<file path="config.mk">
export PLATFORM = sky130hd
export DESIGN_NAME = tme_cfg_regs
export DESIGN_NICKNAME = d
export VERILOG_FILES = /design/src/tilemap_expander_unit_defines.svh /design/src/tme_pkg.sv /design/src/tme_cfg_regs.sv
export SDC_FILE = /design/constraint.sdc
export NUM_CORES = 1
export LEC_CHECK = 0
export BUFFER_PORTS_ARGS = -buffer_cell sky130_fd_sc_hd__buf_2
export CAP_MARGIN = 25
export CORE_MARGIN = 1.5
export CORE_UTILIZATION = 38
export CTS_BUF_LIST = sky130_fd_sc_hd__clkbuf_4 sky130_fd_sc_hd__clkbuf_8
export DETAILED_ROUTE_END_ITERATION = 10
export PLACE_DENSITY = 0.78
export SYNTH_ARGS = -nofsm -noshare
export SYNTH_HDL_FRONTEND = slang
export SYNTH_SLANG_ARGS = --single-unit
export TNS_END_PERCENT = 1
</file>
<file path="constraint.sdc">
create_clock -name clk -period 1.19 [get_ports clk]
set_input_delay 0.238 -clock clk [delete_from_list [all_inputs] [get_ports clk]]
set_output_delay 0.238 -clock clk [all_outputs]
set_load 0.05 [all_outputs]
</file>
<file path="src/tilemap_expander_unit_defines.svh">
// assertion macros shared by the tilemap expander rtl
// no dependencies; the using module provides clk and arst_n
`ifndef TILEMAP_EXPANDER_UNIT_DEFINES_SVH
`define TILEMAP_EXPANDER_UNIT_DEFINES_SVH
`ifndef SYNTHESIS
`define TME_ASSERT(lbl, prop) \
	lbl: assert property (@(posedge clk) disable iff (!arst_n) prop) \
		else $error("tme assertion failed");
`define TME_ASSERT_NEXT(lbl, ante, cons) \
	lbl: assert property (@(posedge clk) disable iff (!arst_n) (ante) |=> (cons)) \
		else $error("tme assertion failed");
`else
`define TME_ASSERT(lbl, prop)
`define TME_ASSERT_NEXT(lbl, ante, cons)
`endif
`endif

</file>
<file path="src/tme_pkg.sv">
// constants, types and register codes of the tilemap expander
// no dependencies; used by tme_cfg_regs, tme_draw_seq and the top level
`default_nettype none
package tme_pkg;
	localparam int MAX_TILE_WIDTH  = 8;
	localparam int MAX_TILE_HEIGHT = 8;
	localparam int TILE_SLOTS      = 256;
	localparam int MAP_SIDE        = 1024;

	localparam int COL_W   = $clog2(MAX_TILE_WIDTH);
	localparam int ROW_W   = $clog2(MAX_TILE_HEIGHT);
	localparam int SLOT_W  = $clog2(TILE_SLOTS);
	localparam int ADDR_W  = SLOT_W + ROW_W + COL_W;
	localparam int DEPTH   = TILE_SLOTS * MAX_TILE_WIDTH * MAX_TILE_HEIGHT;
	localparam int SIZE_W  = 4;
	localparam int COUNT_W = 9;
	localparam int MAP_W   = 10;
	localparam int MAPC_W  = 13;
	localparam int COORD_W = 13;
	localparam int PROD_W  = MAP_W + SIZE_W;
	localparam int PIX_W   = 32;
	localparam int PADDR_W = 4;
	localparam int PDATA_W = 32;

	localparam logic MODE_LOAD = 1'b0;
	localparam logic MODE_DRAW = 1'b1;

	typedef enum logic [1:0] {
		REG_TILE_WIDTH  = 2'd0,
		REG_TILE_HEIGHT = 2'd1,
		REG_TILE_COUNT  = 2'd2
	} reg_idx_t;

	// tile size already clamped to 1..max
	typedef struct packed {
		logic [SIZE_W-1:0]  tile_w;
		logic [SIZE_W-1:0]  tile_h;
		logic [COUNT_W-1:0] tile_count;
	} cfg_t;

	typedef struct packed {
		logic              we;
		logic [ADDR_W-1:0] waddr;
		logic [PIX_W-1:0]  wdata;
		logic              re;
		logic [ADDR_W-1:0] raddr;
	} ram_req_t;
endpackage
`default_nettype wire

</file>
<file path="src/tme_cfg_regs.sv">
// apb register file: tile width, tile height, tile count
// depends on tme_pkg
`default_nettype none
module tme_cfg_regs
	import tme_pkg::*;
(
	input  wire logic               clk,
	input  wire logic               arst_n,
	input  wire logic               psel,
	input  wire logic               penable,
	input  wire logic               pwrite,
	input  wire logic [PADDR_W-1:0] paddr,
	input  wire logic [PDATA_W-1:0] pwdata,
	output logic      [PDATA_W-1:0] prdata,
	output logic                    pready,
	output cfg_t                    cfg
);
	logic [SIZE_W-1:0]  width_q;
	logic [SIZE_W-1:0]  height_q;
	logic [COUNT_W-1:0] count_q;
	logic               wr_en;
	reg_idx_t           idx;

	assign pready = 1'b1;
	assign idx    = reg_idx_t'(paddr[PADDR_W-1:2]);
	assign wr_en  = psel && penable && pwrite;

	always_ff @(posedge clk or negedge arst_n) begin
		if (!arst_n) begin
			width_q  <= SIZE_W'(MAX_TILE_WIDTH);
			height_q <= SIZE_W'(MAX_TILE_HEIGHT);
			count_q  <= COUNT_W'(TILE_SLOTS);
		end else if (wr_en) begin
			case (idx)
				REG_TILE_WIDTH:  width_q  <= pwdata[SIZE_W-1:0];
				REG_TILE_HEIGHT: height_q <= pwdata[SIZE_W-1:0];
				REG_TILE_COUNT:  count_q  <= pwdata[COUNT_W-1:0];
				default: ;
			endcase
		end
	end

	always_comb begin
		case (idx)
			REG_TILE_WIDTH:  prdata = PDATA_W'(width_q);
			REG_TILE_HEIGHT: prdata = PDATA_W'(height_q);
			REG_TILE_COUNT:  prdata = PDATA_W'(count_q);
			default:         prdata = '0;
		endcase
	end

	// zero acts as one, oversize acts as the maximum
	always_comb begin
		if (width_q == '0) begin
			cfg.tile_w = SIZE_W'(1);
		end else if (width_q > SIZE_W'(MAX_TILE_WIDTH)) begin
			cfg.tile_w = SIZE_W'(MAX_TILE_WIDTH);
		end else begin
			cfg.tile_w = width_q;
		end
		if (height_q == '0) begin
			cfg.tile_h = SIZE_W'(1);
		end else if (height_q > SIZE_W'(MAX_TILE_HEIGHT)) begin
			cfg.tile_h = SIZE_W'(MAX_TILE_HEIGHT);
		end else begin
			cfg.tile_h = height_q;
		end
		cfg.tile_count = count_q;
	end
endmodule
`default_nettype wire

</file>
* Yosys cells after proc, flatten, opt, wreduce, memory -nomap -nowiden
Index checks and enable logic that the tools add are counted.
Storage, ports and cells: register bits 17, input port bits 41, output and inout bits 50, word-level logic and storage cells 20
Operators by class: order comparisons 2, eq/ne operators 2, muxes and demuxes 5, reduce and logical (&&, ||, !) cells 8
Operators by type and width (count):
- one-hot mux 9 bit (3 select lines) | 1
- 2-to-1 mux 4 bit | 4
- greater-than comparator 4 bit, second input constant | 2
- zero test 4 bit | 2
- AND reduction 2 bit | 3
- == test 2 x 1 -> 1 bit, second input constant | 1
- == test 2 bit, second input constant | 1
- logical AND 1 bit | 2
- zero test 2 bit | 1

* Longest topological paths before layout
depth in word-level cells 3, mapped depth 5, gate-level depth less buffers 3

* Worst setup path after synthesis
No wires, ideal clock.
path type register to output, start register height_q[3], end output port prdata[3], arrival time 1.700 ns, data required time 0.952 ns, setup slack -0.748 ns, cell stages (with the launch flop) 3, path buffers 0, path through dfstp_2 -> mux2i_1 -> o21ai_0
On the way: longest elaborated chain between the ends 1
RTL lines:
- from (decl) | RTL line tme_cfg_regs.sv:19 | logic [SIZE_W-1:0] height_q;
- from (signal assigned) | RTL line tme_cfg_regs.sv:31 | height_q <= SIZE_W'(MAX_TILE_HEIGHT);
- from (signal assigned) | RTL line tme_cfg_regs.sv:36 | REG_TILE_HEIGHT: height_q <= pwdata[SIZE_W-1:0];
- one-hot mux 9 bit (3 select lines) | RTL line tme_cfg_regs.sv:44 | case (idx)
- to (decl) | RTL line tme_cfg_regs.sv:14 | output logic [PDATA_W-1:0] prdata,
No other way between the ends.

* Worst setup path in the final report
start register width_q[3], end output port prdata[3]
On the way: longest elaborated chain between the ends 1
RTL lines:
- from (decl) | RTL line tme_cfg_regs.sv:18 | logic [SIZE_W-1:0] width_q;
- from (signal assigned) | RTL line tme_cfg_regs.sv:30 | width_q <= SIZE_W'(MAX_TILE_WIDTH);
- from (signal assigned) | RTL line tme_cfg_regs.sv:35 | REG_TILE_WIDTH: width_q <= pwdata[SIZE_W-1:0];
- one-hot mux 9 bit (3 select lines) | RTL line tme_cfg_regs.sv:44
No other way between the ends.

==> flow_metrics.py <==
metrics = {
    "timing": {
        "finalCriticalPeriod_ns": 1.422,
        "fin_ws_ns": -0.2322,
        "hold_viol_final": 0,
        "hold_slack_ns": 0.1871,
        "setup-tns-final_ns": -2.583,
        "fin_crit_sh_pct": 119.5,
        "fmax_mhz": 703.2,
        "finalClockSkew_ns": 0,
        "final_max_slew_viol_count": 0,
        "grt_setup_unrepaired": "yes",
        "setup_violations": 18,
    },
    "grt": {
        "use_met3_pct": 2.419,
        "grt_max_degree": 18,
        "grt_pass1_wl_mm": 3.298,
        "busiest_layer": "met2",
        "grt_overflow": 0,
        "antenna_found_initial": 0,
        "grtUsageMet1_pct": 18.17,
        "gr-usage-met2_pct": 29.17,
        "track_usage_pct": 15.63,
        "grt_pass1_vias": 723,
    },
    "outcome": {
        "violations": "negative setup slack",
        "status": "complete, but fails checks",
    },
    "synth": {
        "synth-adder-area-share_pct": 0,
        "synth_compound_area_share_pct": 1.949,
        "muxShareOfSynthArea_pct": 22.53,
        "ys_types": 19,
        "netlist_top_cells_count": "24 x buf_4, 17 x mux2_2, 14 x dfrtp_1",
        "syn_inst": 97,
        "syn_area_um2": 1027,
        "synth_edf_count": 0,
        "async_flop_share_pct": 100.0,
        "yosysMostFrequentCell": "buf_4",
        "ys_seq_area_share_pct": 41.78,
        "synth_top_family_by_area": "multiplexers",
        "yosys.area_share.simple_pct": 12.79,
        "yosys.area.top_type": "dfrtp_1",
        "synth_top_area_share_pct": 34.10,
        "synthFlopType": "dfrtp_1",
        "ys_ff_latch": 17,
        "yosys-top-cells-area": "dfrtp_1 34%, mux2_2 19%, buf_4 18%",
        "yosysWarnings": 0,
        "avgSynthCellArea_um2": 10.59,
        "synthXorXnorAreaFrac_pct": 0,
    },
    "pwr": {
        "finalPower_mw": 2.766,
        "p_per_area_nw_per_um2": 1946,
        "p_sw_mw": 1.347,
        "comb_power_share_pct": 58.0,
        "pwr-share-clk_pct": 11.6,
        "switching_share_pct": 48.71,
        "p_int_mw": 1.418,
        "peakVddDrop_mv": 1.056,
        "power_frac_seq_pct": 30.3,
        "p_leak_nw": 0.7184,
    },
    "setup_path": {
        "crit_arrival_ns": 1.18,
        "critPathRequiredTime_ns": 0.95,
        "critical_path.slowest_cell": "dfstp_2",
        "path_cells": "mux2i_1, o21ai_2, buf_6",
        "worstPathMaxFanout": 2,
        "critPathLaunchType": "register",
        "endpoint_kind": "output pin",
        "cp_slowest_stage_delay_ns": 0.54,
        "worstRegToRegCells": 2,
        "critPathKind": "reg2out",
    },
    "clock_network": {
        "cts_buffer_depth": 2,
        "root_buffer": "clkbuf_4",
        "htree_levels": 1,
        "cts_tree": "built",
        "clk_pin_slew_ns": 0.09,
        "clk_latency_ns": 0.28,
        "numCtsBuffers": 3,
        "cts_setup_buffers": 0,
        "cts_sinks": 17,
    },
    "job": {
        "maxCapViolations": 0,
    },
    "floorplan": {
        "die_width_um": 54.99,
        "rows": 18,
        "initial_utilization_pct": 40.72,
        "coreArea_um2": 2522,
        "pin_count": 91,
        "dieArea_um2": 3024,
        "fp.dieH_um": 54.99,
    },
    "routing": {
        "viasPerCell": 4.446,
        "remaining_drc_errors": 0,
        "first_pass_iters": 2,
        "ant_nets": 0,
        "wl_mm": 2.081,
        "drtIter0Drc": 2,
        "dr_total_vias": 778,
        "wl_per_cell_um": 11.89,
    },
    "place": {
        "io_buffers": 41,
        "place_inst": 170,
        "pre_cts_ws_ns": -0.1631,
        "dp_hpwl_mm": 1.599,
        "gp_congestion": 0.6930,
    },
    "finish": {
        "area.growth.synth_to_final_pct": 38.37,
        "num_antenna_cells": 0,
        "final_cells": 175,
        "drive_gt1_share_pct": 61.38,
        "nets": 187,
    },
    "worst_hold_path": {
        "hold_path_class": "in2reg",
        "min_path_cells": 2,
    },
}
[through the flow]
stage               util (%)  instance area [um2]
floorplan                  -                 1134
global placement       49.01                 1236
detailed placement     49.01                 1236
CTS                    55.11                 1390
global route           56.35                 1421
finish                 56.35                 1421
[path summary, 6_finish.rpt]
| check | start | end | slack (ns) |
|---|---|---|---|
| max reg2reg | height_q[3] | height_q[3] | 0.33 |
| max in group asynchronous | arst_n | width_q[3] | 0.48 |
| min in group asynchronous | arst_n | count_q[7] | 0.40 |
| min | pwdata[8] | count_q[8] | 0.19 |
| min reg2reg | count_q[6] | count_q[6] | 0.54 |
| max | width_q[3] | prdata[3] | -0.23 |
[routing by layer]
| metal | up-vias | part of all wire, % |
|---|---|---|
| met3 | 0 | 9.5 |
| met4 | 0 | 0 |
| li1 | 365 | - |
| met2 | 57 | 51 |
| met5 | - | 0 |
| met1 | 356 | 40 |
[layout make-up]
class	count	area, um2
fillers	229	1101
multi-input cells	73	505.5
repair buffers	51	419.2
flip-flops and latches	17	429.2
well taps	30	37.54
clock buffers	4	30.03
[worst max-delay path, delay by kind of cell, from the launching register on]
kind	cells	cell delay, ns
AO/OA/AOI/OAI	1	0.12
buffers and inverters	1	0.17
flip-flops	1	0.54
multiplexers	1	0.07
[cell usage in the layout (no fill, tap or decap)]
| cell type | count |
|---|---|
| and2_2 | 5 |
| and2b_4 | 1 |
| buf_2 | 15 |
| buf_4 | 12 |
| buf_6 | 19 |
| clkbuf_4 | 8 |
| conb_1 | 24 |
| dfrtp_1 | 14 |
| dfstp_2 | 3 |
| dlygate4sd3_1 | 1 |
| mux2_2 | 17 |
| mux2i_1 | 4 |
| nand2_1 | 4 |
| nand3_1 | 1 |
| nor2_1 | 4 |
| nor2_2 | 2 |
| nor2b_1 | 2 |
| nor2b_2 | 2 |
| nor3_1 | 1 |
| nor3b_1 | 1 |
| o21ai_2 | 4 |
| or3b_4 | 1 |
[cell families after synthesis]
family                 after synthesis
buffers and inverters               29
and+or+nand+nor                     24
muxes                               21
DFF                                 17
AOI/OAI and AO/OA                    4
other                                2
[power by group through the flow]
stage                     sequential, mW  combinational, mW  clock (mW)
after floorplan                     1.09              0.900           0
after global placement             0.830               1.38           0
after detailed placement           0.839               1.39           0
after CTS                          0.833               1.57       0.334
after global routing               0.862               1.69       0.371
final                              0.839               1.60       0.321
[state kept, by name, indices dropped and copies added, names as in the netlist]
register  count
height_q      4
width_q       4
count_q       9
[timing repair]
item / 4_1_cts / 5_1_grt
gates resized for setup: 37 / 16
hold buffers: 1 / 0
endpoints found under the hold margin: 14 / 0
setup endpoints to repair: 18 / 26
pin swaps: 0 / 1
No activity file was read; power rests on OpenSTA's default activity.
