<file path="src/tilemap_expander_unit_defines.svh">
// assertion macros shared by the tilemap expander rtl
// no dependencies; the using module provides clk and arst_n
`ifndef TILEMAP_EXPANDER_UNIT_DEFINES_SVH
`define TILEMAP_EXPANDER_UNIT_DEFINES_SVH
`ifndef SYNTHESIS
`define TME_ASSERT(lbl, prop) \
	lbl: assert property (@(posedge clk) disable iff (!arst_n) prop) \
		else $error("tme assertion failed");
`define TME_ASSERT_NEXT(lbl, ante, cons) \
	lbl: assert property (@(posedge clk) disable iff (!arst_n) (ante) |=> (cons)) \
		else $error("tme assertion failed");
`else
`define TME_ASSERT(lbl, prop)
`define TME_ASSERT_NEXT(lbl, ante, cons)
`endif
`endif

</file>
<file path="src/tme_pkg.sv">
// constants, types and register codes of the tilemap expander
// no dependencies; used by tme_cfg_regs, tme_draw_seq and the top level
`default_nettype none
package tme_pkg;
	localparam int MAX_TILE_WIDTH  = 8;
	localparam int MAX_TILE_HEIGHT = 8;
	localparam int TILE_SLOTS      = 256;
	localparam int MAP_SIDE        = 1024;

	localparam int COL_W   = $clog2(MAX_TILE_WIDTH);
	localparam int ROW_W   = $clog2(MAX_TILE_HEIGHT);
	localparam int SLOT_W  = $clog2(TILE_SLOTS);
	localparam int ADDR_W  = SLOT_W + ROW_W + COL_W;
	localparam int DEPTH   = TILE_SLOTS * MAX_TILE_WIDTH * MAX_TILE_HEIGHT;
	localparam int SIZE_W  = 4;
	localparam int COUNT_W = 9;
	localparam int MAP_W   = 10;
	localparam int MAPC_W  = 13;
	localparam int COORD_W = 13;
	localparam int PROD_W  = MAP_W + SIZE_W;
	localparam int PIX_W   = 32;
	localparam int PADDR_W = 4;
	localparam int PDATA_W = 32;

	localparam logic MODE_LOAD = 1'b0;
	localparam logic MODE_DRAW = 1'b1;

	typedef enum logic [1:0] {
		REG_TILE_WIDTH  = 2'd0,
		REG_TILE_HEIGHT = 2'd1,
		REG_TILE_COUNT  = 2'd2
	} reg_idx_t;

	// tile size already clamped to 1..max
	typedef struct packed {
		logic [SIZE_W-1:0]  tile_w;
		logic [SIZE_W-1:0]  tile_h;
		logic [COUNT_W-1:0] tile_count;
	} cfg_t;

	typedef struct packed {
		logic              we;
		logic [ADDR_W-1:0] waddr;
		logic [PIX_W-1:0]  wdata;
		logic              re;
		logic [ADDR_W-1:0] raddr;
	} ram_req_t;
endpackage
`default_nettype wire

</file>
<file path="src/tme_draw_seq.sv">
// item sequencer: load writes, draw read walk, read stage and output register
// depends on tme_pkg and the assertion macros header
`default_nettype none
`include "tilemap_expander_unit_defines.svh"
module tme_draw_seq
	import tme_pkg::*;
(
	input  wire logic               clk,
	input  wire logic               arst_n,
	input  wire cfg_t               cfg,
	input  wire logic               in_valid,
	output logic                    in_stall,
	input  wire logic               mode,
	input  wire logic [SLOT_W-1:0]  tile_number,
	input  wire logic [MAP_W-1:0]   map_x,
	input  wire logic [MAP_W-1:0]   map_y,
	input  wire logic [COL_W-1:0]   tile_col,
	input  wire logic [ROW_W-1:0]   tile_row,
	input  wire logic [PIX_W-1:0]   pixel_in,
	output ram_req_t                ram_req,
	input  wire logic [PIX_W-1:0]   ram_rdata,
	output logic                    out_valid,
	input  wire logic               out_stall,
	output logic      [COORD_W-1:0] out_x,
	output logic      [COORD_W-1:0] out_y,
	output logic      [PIX_W-1:0]   pixel_out,
	output logic                    index_error,
	output logic                    last
);
	typedef enum logic [1:0] {
		ST_IDLE = 2'b01,
		ST_RUN  = 2'b10
	} seq_state_t;

	seq_state_t         state_q;
	logic [SLOT_W-1:0]  slot_q;
	logic [SIZE_W-1:0]  w_q;
	logic [SIZE_W-1:0]  h_q;
	logic [COORD_W-1:0] ox_q;
	logic [COORD_W-1:0] oy_q;
	logic               err_q;
	logic [COL_W-1:0]   c_q;
	logic [ROW_W-1:0]   r_q;

	logic               v_s1;
	logic [COORD_W-1:0] x_s1;
	logic [COORD_W-1:0] y_s1;
	logic               err_s1;
	logic               last_s1;

	logic               out_valid_q;
	logic [COORD_W-1:0] out_x_q;
	logic [COORD_W-1:0] out_y_q;
	logic [PIX_W-1:0]   pixel_q;
	logic               err_out_q;
	logic               last_out_q;

	logic               in_fire;
	logic               draw_go;
	logic               map_ok;
	logic               adv;
	logic               issue;
	logic               c_end;
	logic               r_end;
	logic               item_last;
	logic [PROD_W-1:0]  prod_x;
	logic [PROD_W-1:0]  prod_y;

	assign in_stall = (state_q != ST_IDLE);
	assign in_fire  = in_valid && !in_stall;
	assign map_ok   = (MAPC_W'(map_x) < MAPC_W'(MAP_SIDE)) &&
	                  (MAPC_W'(map_y) < MAPC_W'(MAP_SIDE));
	assign draw_go  = in_fire && (mode == MODE_DRAW) && map_ok;
	assign prod_x   = PROD_W'(map_x) * PROD_W'(cfg.tile_w);
	assign prod_y   = PROD_W'(map_y) * PROD_W'(cfg.tile_h);

	// read stage moves on when the output register is free or drains
	assign adv       = v_s1 && (!out_valid_q || !out_stall);
	assign issue     = (state_q == ST_RUN) && (!v_s1 || adv);
	assign c_end     = (SIZE_W'(c_q) + SIZE_W'(1)) == w_q;
	assign r_end     = (SIZE_W'(r_q) + SIZE_W'(1)) == h_q;
	assign item_last = err_q || (c_end && r_end);

	always_comb begin
		ram_req.we    = in_fire && (mode == MODE_LOAD);
		ram_req.waddr = {tile_number, tile_row, tile_col};
		ram_req.wdata = pixel_in;
		ram_req.re    = issue && !err_q;
		ram_req.raddr = {slot_q, r_q, c_q};
	end

	always_ff @(posedge clk or negedge arst_n) begin
		if (!arst_n) begin
			state_q <= ST_IDLE;
			c_q     <= '0;
			r_q     <= '0;
		end else begin
			case (state_q)
				ST_IDLE: begin
					if (draw_go) begin
						state_q <= ST_RUN;
						c_q     <= '0;
						r_q     <= '0;
					end
				end
				ST_RUN: begin
					if (issue) begin
						if (item_last) begin
							state_q <= ST_IDLE;
						end else if (c_end) begin
							c_q <= '0;
							r_q <= r_q + ROW_W'(1);
						end else begin
							c_q <= c_q + COL_W'(1);
						end
					end
				end
				default: state_q <= ST_IDLE;
			endcase
		end
	end

	always_ff @(posedge clk) begin
		if (draw_go) begin
			slot_q <= tile_number;
			w_q    <= cfg.tile_w;
			h_q    <= cfg.tile_h;
			ox_q   <= prod_x[COORD_W-1:0];
			oy_q   <= prod_y[COORD_W-1:0];
			err_q  <= {1'b0, tile_number} >= cfg.tile_count;
		end
	end

	always_ff @(posedge clk or negedge arst_n) begin
		if (!arst_n) begin
			v_s1 <= 1'b0;
		end else if (issue) begin
			v_s1 <= 1'b1;
		end else if (adv) begin
			v_s1 <= 1'b0;
		end
	end

	always_ff @(posedge clk) begin
		if (issue) begin
			x_s1    <= ox_q + COORD_W'(c_q);
			y_s1    <= oy_q + COORD_W'(r_q);
			err_s1  <= err_q;
			last_s1 <= item_last;
		end
	end

	always_ff @(posedge clk or negedge arst_n) begin
		if (!arst_n) begin
			out_valid_q <= 1'b0;
		end else if (adv) begin
			out_valid_q <= 1'b1;
		end else if (!out_stall) begin
			out_valid_q <= 1'b0;
		end
	end

	always_ff @(posedge clk) begin
		if (adv) begin
			out_x_q    <= x_s1;
			out_y_q    <= y_s1;
			pixel_q    <= err_s1 ? '0 : ram_rdata;
			err_out_q  <= err_s1;
			last_out_q <= last_s1;
		end
	end

	assign out_valid   = out_valid_q;
	assign out_x       = out_x_q;
	assign out_y       = out_y_q;
	assign pixel_out   = pixel_q;
	assign index_error = err_out_q;
	assign last        = last_out_q;

	`TME_ASSERT(a_err_is_last, (out_valid_q && err_out_q) |-> last_out_q)
	`TME_ASSERT_NEXT(a_draw_starts, draw_go, state_q == ST_RUN)
	`TME_ASSERT_NEXT(a_last_ends_walk, issue && item_last, state_q == ST_IDLE)
	`TME_ASSERT_NEXT(a_s1_holds, v_s1 && out_valid_q && out_stall, v_s1)
endmodule
`default_nettype wire

</file>
<file path="config.mk">
export PLATFORM = sky130hd
export DESIGN_NAME = tme_draw_seq
export DESIGN_NICKNAME = d
export VERILOG_FILES = /design/src/tme_pkg.sv /design/src/tme_draw_seq.sv
export VERILOG_INCLUDE_DIRS = /design/src /design/src/src
export SDC_FILE = /design/constraint.sdc
export NUM_CORES = 1
export LEC_CHECK = 0
export BUFFER_PORTS_ARGS = -buffer_cell sky130_fd_sc_hd__buf_2
export CORE_ASPECT_RATIO = 1.4
export CORE_MARGIN = 2
export CORE_UTILIZATION = 38
export DETAILED_ROUTE_END_ITERATION = 8
export PLACE_DENSITY = 0.72
export SLEW_MARGIN = 40
export SYNTH_ARGS = -nofsm -noshare
export SYNTH_HDL_FRONTEND = slang
export SYNTH_SLANG_ARGS = --single-unit
</file>
<file path="constraint.sdc">
create_clock -name clk -period 5.81 [get_ports clk]
set_clock_uncertainty 0.05 [all_clocks]
set_input_delay 0.2905 -clock clk [delete_from_list [all_inputs] [get_ports clk]]
set_output_delay 0.2905 -clock clk [all_outputs]
set_load 0.01 [all_outputs]
</file>
== Word-level counts from Yosys, hierarchy flattened ==
Cells that the tools add are included.

* Bits in registers: 141
* RAM bits: 0
* Bits in latches: 0
* Word-level logic and storage cells: 78
* Memories kept: 0
* Output and inout bits: 124
* Input port bits: 120
* ROM bits: 0

* Multiplexer cells: 17
* Divide/modulo/power cells: 0
* Eq/ne operators: 11
* $lt $le $gt $ge: 1
* Shift-type cells: 0
* Reductions and logical operators: 20
* Add/sub/neg operators: 6
* Bitwise logic cells: 1
* Multiply operators: 2

{| class="wikitable"
|+ Operators by type and width
! kind !! number
|-
| adder 13 x 3 -> 13 bit || 2
|-
| multiplier 10 x 4 -> 13 bit || 2
|-
| 2-to-1 mux 3 bit || 7
|-
| case mux 3 bit (2 select lines) || 2
|-
| != test 2 bit (second input constant) || 5
|-
| >= comparator 8 x 9 -> 1 bit || 1
|-
| adder 3 x 1 -> 4 bit (second input constant) || 2
|-
| == test 4 bit || 2
|-
| logical AND 1 bit || 7
|-
| adder 3 x 1 -> 3 bit (second input constant) || 2
|-
| 2-to-1 mux 2 bit || 3
|-
| logical NOT 1 bit || 5
|-
| AND reduction 5 bit || 1
|-
| 2-to-1 mux 1 bit || 4
|-
| != test 2 x 1 -> 1 bit (second input constant) || 2
|-
| case mux 2 bit (2 select lines) || 1
|-
| AND reduction 4 bit || 1
|-
| nonzero test 2 bit || 2
|-
| logical OR 1 bit || 3
|-
| AND reduction 3 bit || 1
|-
| == test 2 x 1 -> 1 bit (second input constant) || 1
|-
| == test 2 bit (second input constant) || 1
|-
| NOT 1 bit || 1
|}

== Longest topological paths before layout ==
* Depth in word-level cells: 7
* Gate-level depth with buffers: 12
* Mapped depth without buffers: 12

== Worst setup path after synthesis ==
Ideal clock, no wire load.

* Kind: reg-to-reg
* Start: register out_valid_q (netlist: out_valid)
* End: register err_out_q (netlist: index_error), enable pin
* Arrival: 4.768 ns
* Cell stages (with the launch flop): 2
* Slack: 0.423 ns
* Required time: 5.191 ns
* Buffers on the path: 0
* Setup time: 0.569 ns
* Clock period less this slack: 5.387 ns
* Path through: dfrtp_1 -> a21boi_0

* Cells in the longest elaborated chain, start to end: 3

{| class="wikitable"
|+ RTL lines
! item !! RTL line !! RTL
|-
| from (decl) || tme_draw_seq.sv:51 || <nowiki>logic out_valid_q;</nowiki>
|-
| from (signal assigned) || tme_draw_seq.sv:155 || <nowiki>out_valid_q <= 1'b0;</nowiki>
|-
| from (signal assigned) || tme_draw_seq.sv:157 || <nowiki>out_valid_q <= 1'b1;</nowiki>
|-
| from (signal assigned) || tme_draw_seq.sv:159 || <nowiki>out_valid_q <= 1'b0;</nowiki>
|-
| logical NOT 1 bit || tme_draw_seq.sv:78 || <nowiki>assign adv = v_s1 && (!out_valid_q || !out_stall);</nowiki>
|-
| logical OR 1 bit || tme_draw_seq.sv:78 ||
|-
| logical AND 1 bit || tme_draw_seq.sv:78 ||
|-
| via adv || tme_draw_seq.sv:61 || <nowiki>logic adv;</nowiki>
|-
| to (signal assigned) || tme_draw_seq.sv:168 || <nowiki>err_out_q <= err_s1;</nowiki>
|-
| to (decl) || tme_draw_seq.sv:55 || <nowiki>logic err_out_q;</nowiki>
|}

The timed path passes the listed nets, and every way through them passes these cells.
A chain may end at the register's enable or synchronous reset.

== Final worst setup path ==
* Start: input port cfg[12] (netlist name)
* End: register oy_q[12], data pin

* Cells in the longest elaborated chain, start to end: 1

{| class="wikitable"
|+ RTL lines
! item !! RTL line !! RTL
|-
| from (decl) || tme_draw_seq.sv:10 || <nowiki>input wire cfg_t cfg,</nowiki>
|-
| multiplier 10 x 4 -> 13 bit || tme_draw_seq.sv:75 || <nowiki>assign prod_y = PROD_W'(map_y) * PROD_W'(cfg.tile_h);</nowiki>
|-
| via prod_y[12] || tme_draw_seq.sv:67 || <nowiki>logic [PROD_W-1:0] prod_y;</nowiki>
|-
| to (signal assigned) || tme_draw_seq.sv:129 || <nowiki>oy_q <= prod_y[COORD_W-1:0];</nowiki>
|-
| to (decl) || tme_draw_seq.sv:40 || <nowiki>logic [COORD_W-1:0] oy_q;</nowiki>
|}

The timed path passes the listed nets, and every way through them passes these cells.

==> results.ini <==
[synth]
synth-edff-count = 131
yosysWarnings = 0
synthArstFlopShare = 0.0709
synth_nets = 876
ys.flop_type = edfxtp_1
synth-seq-cells = 141
yosysMostFrequentCell = edfxtp_1
ys_seq_area_frac = 0.515
yosysTopAreaCell = edfxtp_1
synth_cell_type_count = 48
synth_area_sq_mm = 0.00813
synthTopCellsByCount = edfxtp_1 (131), inv_1 (83), and2_1 (54)
synth_top_area_share = 0.484
synth.area.top_cells = edfxtp_1 (48%), fa_1 (8.4%), ha_1 (7.4%)
syn_area_per_cell_sq_um = 12.1
synth_cells = 674

[hold_path]
min_path_cells = 1
worst_hold_path_type = in2reg

[timing]
grt_setup_unrepaired = false
finalSetupTns_ns = 0
hold_violations = 0
fmax_mhz = 297
max_slew_margin = 0.574
tightest_slew_ns = 0.630
finalSetupViolCount = 0
fin_crit_ns = 3.37
period_share = 0.580
maxSlewViolCount = 0

[clock_tree]
cts.sinks = 141
numCtsBuffers = 17
clk_pin_slew_ns = 0.06
insertion_delay_ns = 0.41
cts_max_path_buffers = 2
cts_resized = 0
ctsRootBufferMaster = clkbuf_16
post-cts-setup-buffer-count = 0
htree_levels = 4
cts_tree = built

[placed_design]
dpl_cell_area_sq_mm = 0.00897
gp_congestion = 0.766
hpwl_um = 11200
port_buffers = 167

[worst_setup_path]
max_stage_delay_ns = 0.54
crit_arrival_ns = 3.47
start_kind = input pin
cp_cell_sequence = buf_2 -> and2_1 -> fa_1 -> inv_1 -> fa_1 -> inv_1 -> ha_1 -> nor2b_1 -> o21ai_0 -> a21oi_1 -> o41ai_1 -> mux2i_1 -> nand4_1
cpMaxStageDelayCell = fa_1
critPathMaxFanout = 11
path_class = in2reg
crit_family = adder cells
critical_path_depth = 13
cp.required_ns = 5.91
path_buf_inv = 3
rr_worst_depth = 7
end_kind = flip-flop

[global_routing]
grt_pass1_wl_um = 23600
grt_max_degree = 47
grt_pass1_vias = 5037
grt_use_total = 0.131
antenna_found_initial = 0
grt_overflow_total = 0

[cells_and_area]
n_antenna_cell = 0
drive_gt1_frac = 0.251
nets = 1015
final_area_sq_mm = 0.00955
area_growth_pct = 17.4

[route]
routed_via_density = 4.63
ant_nets = 0
via_count = 5033
drt_iter0_drc = 152
finalWirelength_um = 14200
wl_per_cell_um = 13.1
drc = 0
dr.pass1.iters = 4

[die]
rows = 63
die_y_um = 177
fp.dieW_um = 128
core_region_area_sq_mm = 0.0211
fp.dieArea_sq_mm = 0.0226
io_pins = 244
initial_utilization = 0.385

[power]
vdd_ir_drop_max_mv = 0.195
pwr-share-clk = 0.389
powerDensity_mw_per_mm2 = 282
power.internal_w = 0.00202
seqPwrFrac = 0.445
p_sw_w = 0.000672
p_leak_nw = 4.16
power_frac_comb = 0.166
netSwitchingFraction = 0.250

[job]
cap_violations = 0

[outcome]
run_status = completed

[registers in the layout, summed over array words and instances, names as in the netlist, 2 cells and up]
signal and count:
out_y 13, slot_q 8, pixel_out 32, h_q 4
w_q 4, oy_q 13, r_q 3, ox_q 13
state_q 2, out_x 13, y_s1 13, x_s1 13
c_q 3
[worst register-to-register path, delay by kind of cell (launching register included)]
kind / cells / cell delay, ns
AOI/OAI and AO/OA: 3 / 0.50
and+or+nand+nor: 2 / 0.58
buffers and inverters: 2 / 0.57
DFF: 1 / 0.53
[power by group through the flow]
stage          Sequential, W  Clock (W)  Combinational, W
6_report             0.00120    0.00105          0.000447
5_1_grt              0.00120    0.00112          0.000520
4_1_cts              0.00120    0.00107          0.000454
3_5_place_dp         0.00122          0          0.000451
3_3_place_gp         0.00122          0          0.000438
2_1_floorplan        0.00122          0          0.000356
[layout by cell type (no fill, tap or decap), types with 10 or more instances in the layout]
cell	n
inv_1	81
nor2b_1	41
buf_2	167
nor3_1	10
clkbuf_16	17
and2_1	54
nand2_1	46
edfxtp_1	131
xnor2_1	36
ha_1	48
xor2_1	12
nor2_1	22
nand3_1	13
fa_1	34
[per-layer routing]
layer,vias to the layer above,track usage,routed length [um]
li1,2513,-,-
met1,2370,0.162,6310
met2,140,0.221,6990
met3,10,0.0296,641
met4,0,0.0549,271
met5,-,0,0
[timing repair]
action                     CTS  global route
hold endpoints to repair    10             0
hold buffers                 1             0
setup endpoints to repair    0             0
[cell type report]
cell class              instances  area (sq um)
multi-input cells             399          3280
clock buffers                  19           433
fillers                      1941         11600
repair buffers                171           872
clock inverters                13           141
inverters                      83           312
well taps                     260           325
flip-flops and latches        141          4190
[metrics by stage]
| stage | utilization | std cells | hold WS (ns) | setup slack, ns | total power (W) |
|---|---|---|---|---|---|
| after global placement | 0.424 | 1052 | 0.111 | 2.07 | 0.00166 |
| after CTS | 0.452 | 1086 | 0.0147 | 2.41 | 0.00273 |
| after global routing | 0.452 | 1086 | 0.0161 | 2.17 | 0.00284 |
| after floorplan | - | 674 | -0.0551 | 0.423 | 0.00158 |
| final | 0.452 | 1086 | 0.0342 | 2.44 | 0.00269 |
| after detailed placement | 0.424 | 1053 | 0.117 | 1.96 | 0.00167 |
[final timing paths]
path,startpoint,to,slack [ns]
worst max-delay path,cfg[12],oy_q[12],2.44
worst min-delay path,tile_number[0],slot_q[0],0.03
worst max register to register,state_q[0],r_q[1],3.47
worst min register to register,x_s1[4],out_x[4],0.36
max in group asynchronous,arst_n,state_q[0],5.20
min in group asynchronous,arst_n,out_valid,0.24
[cell families after synthesis]
family / count (synthesis) / share of synthesized area
compound gates: 55 / 0.0506
simple gates: 212 / 0.140
mux: 2 / 0.00246
fa+ha+maj: 82 / 0.158
xor+xnor: 48 / 0.0517
buf+inv: 134 / 0.0831
flops: 141 / 0.515
Power figures use the tool's default switching activity.
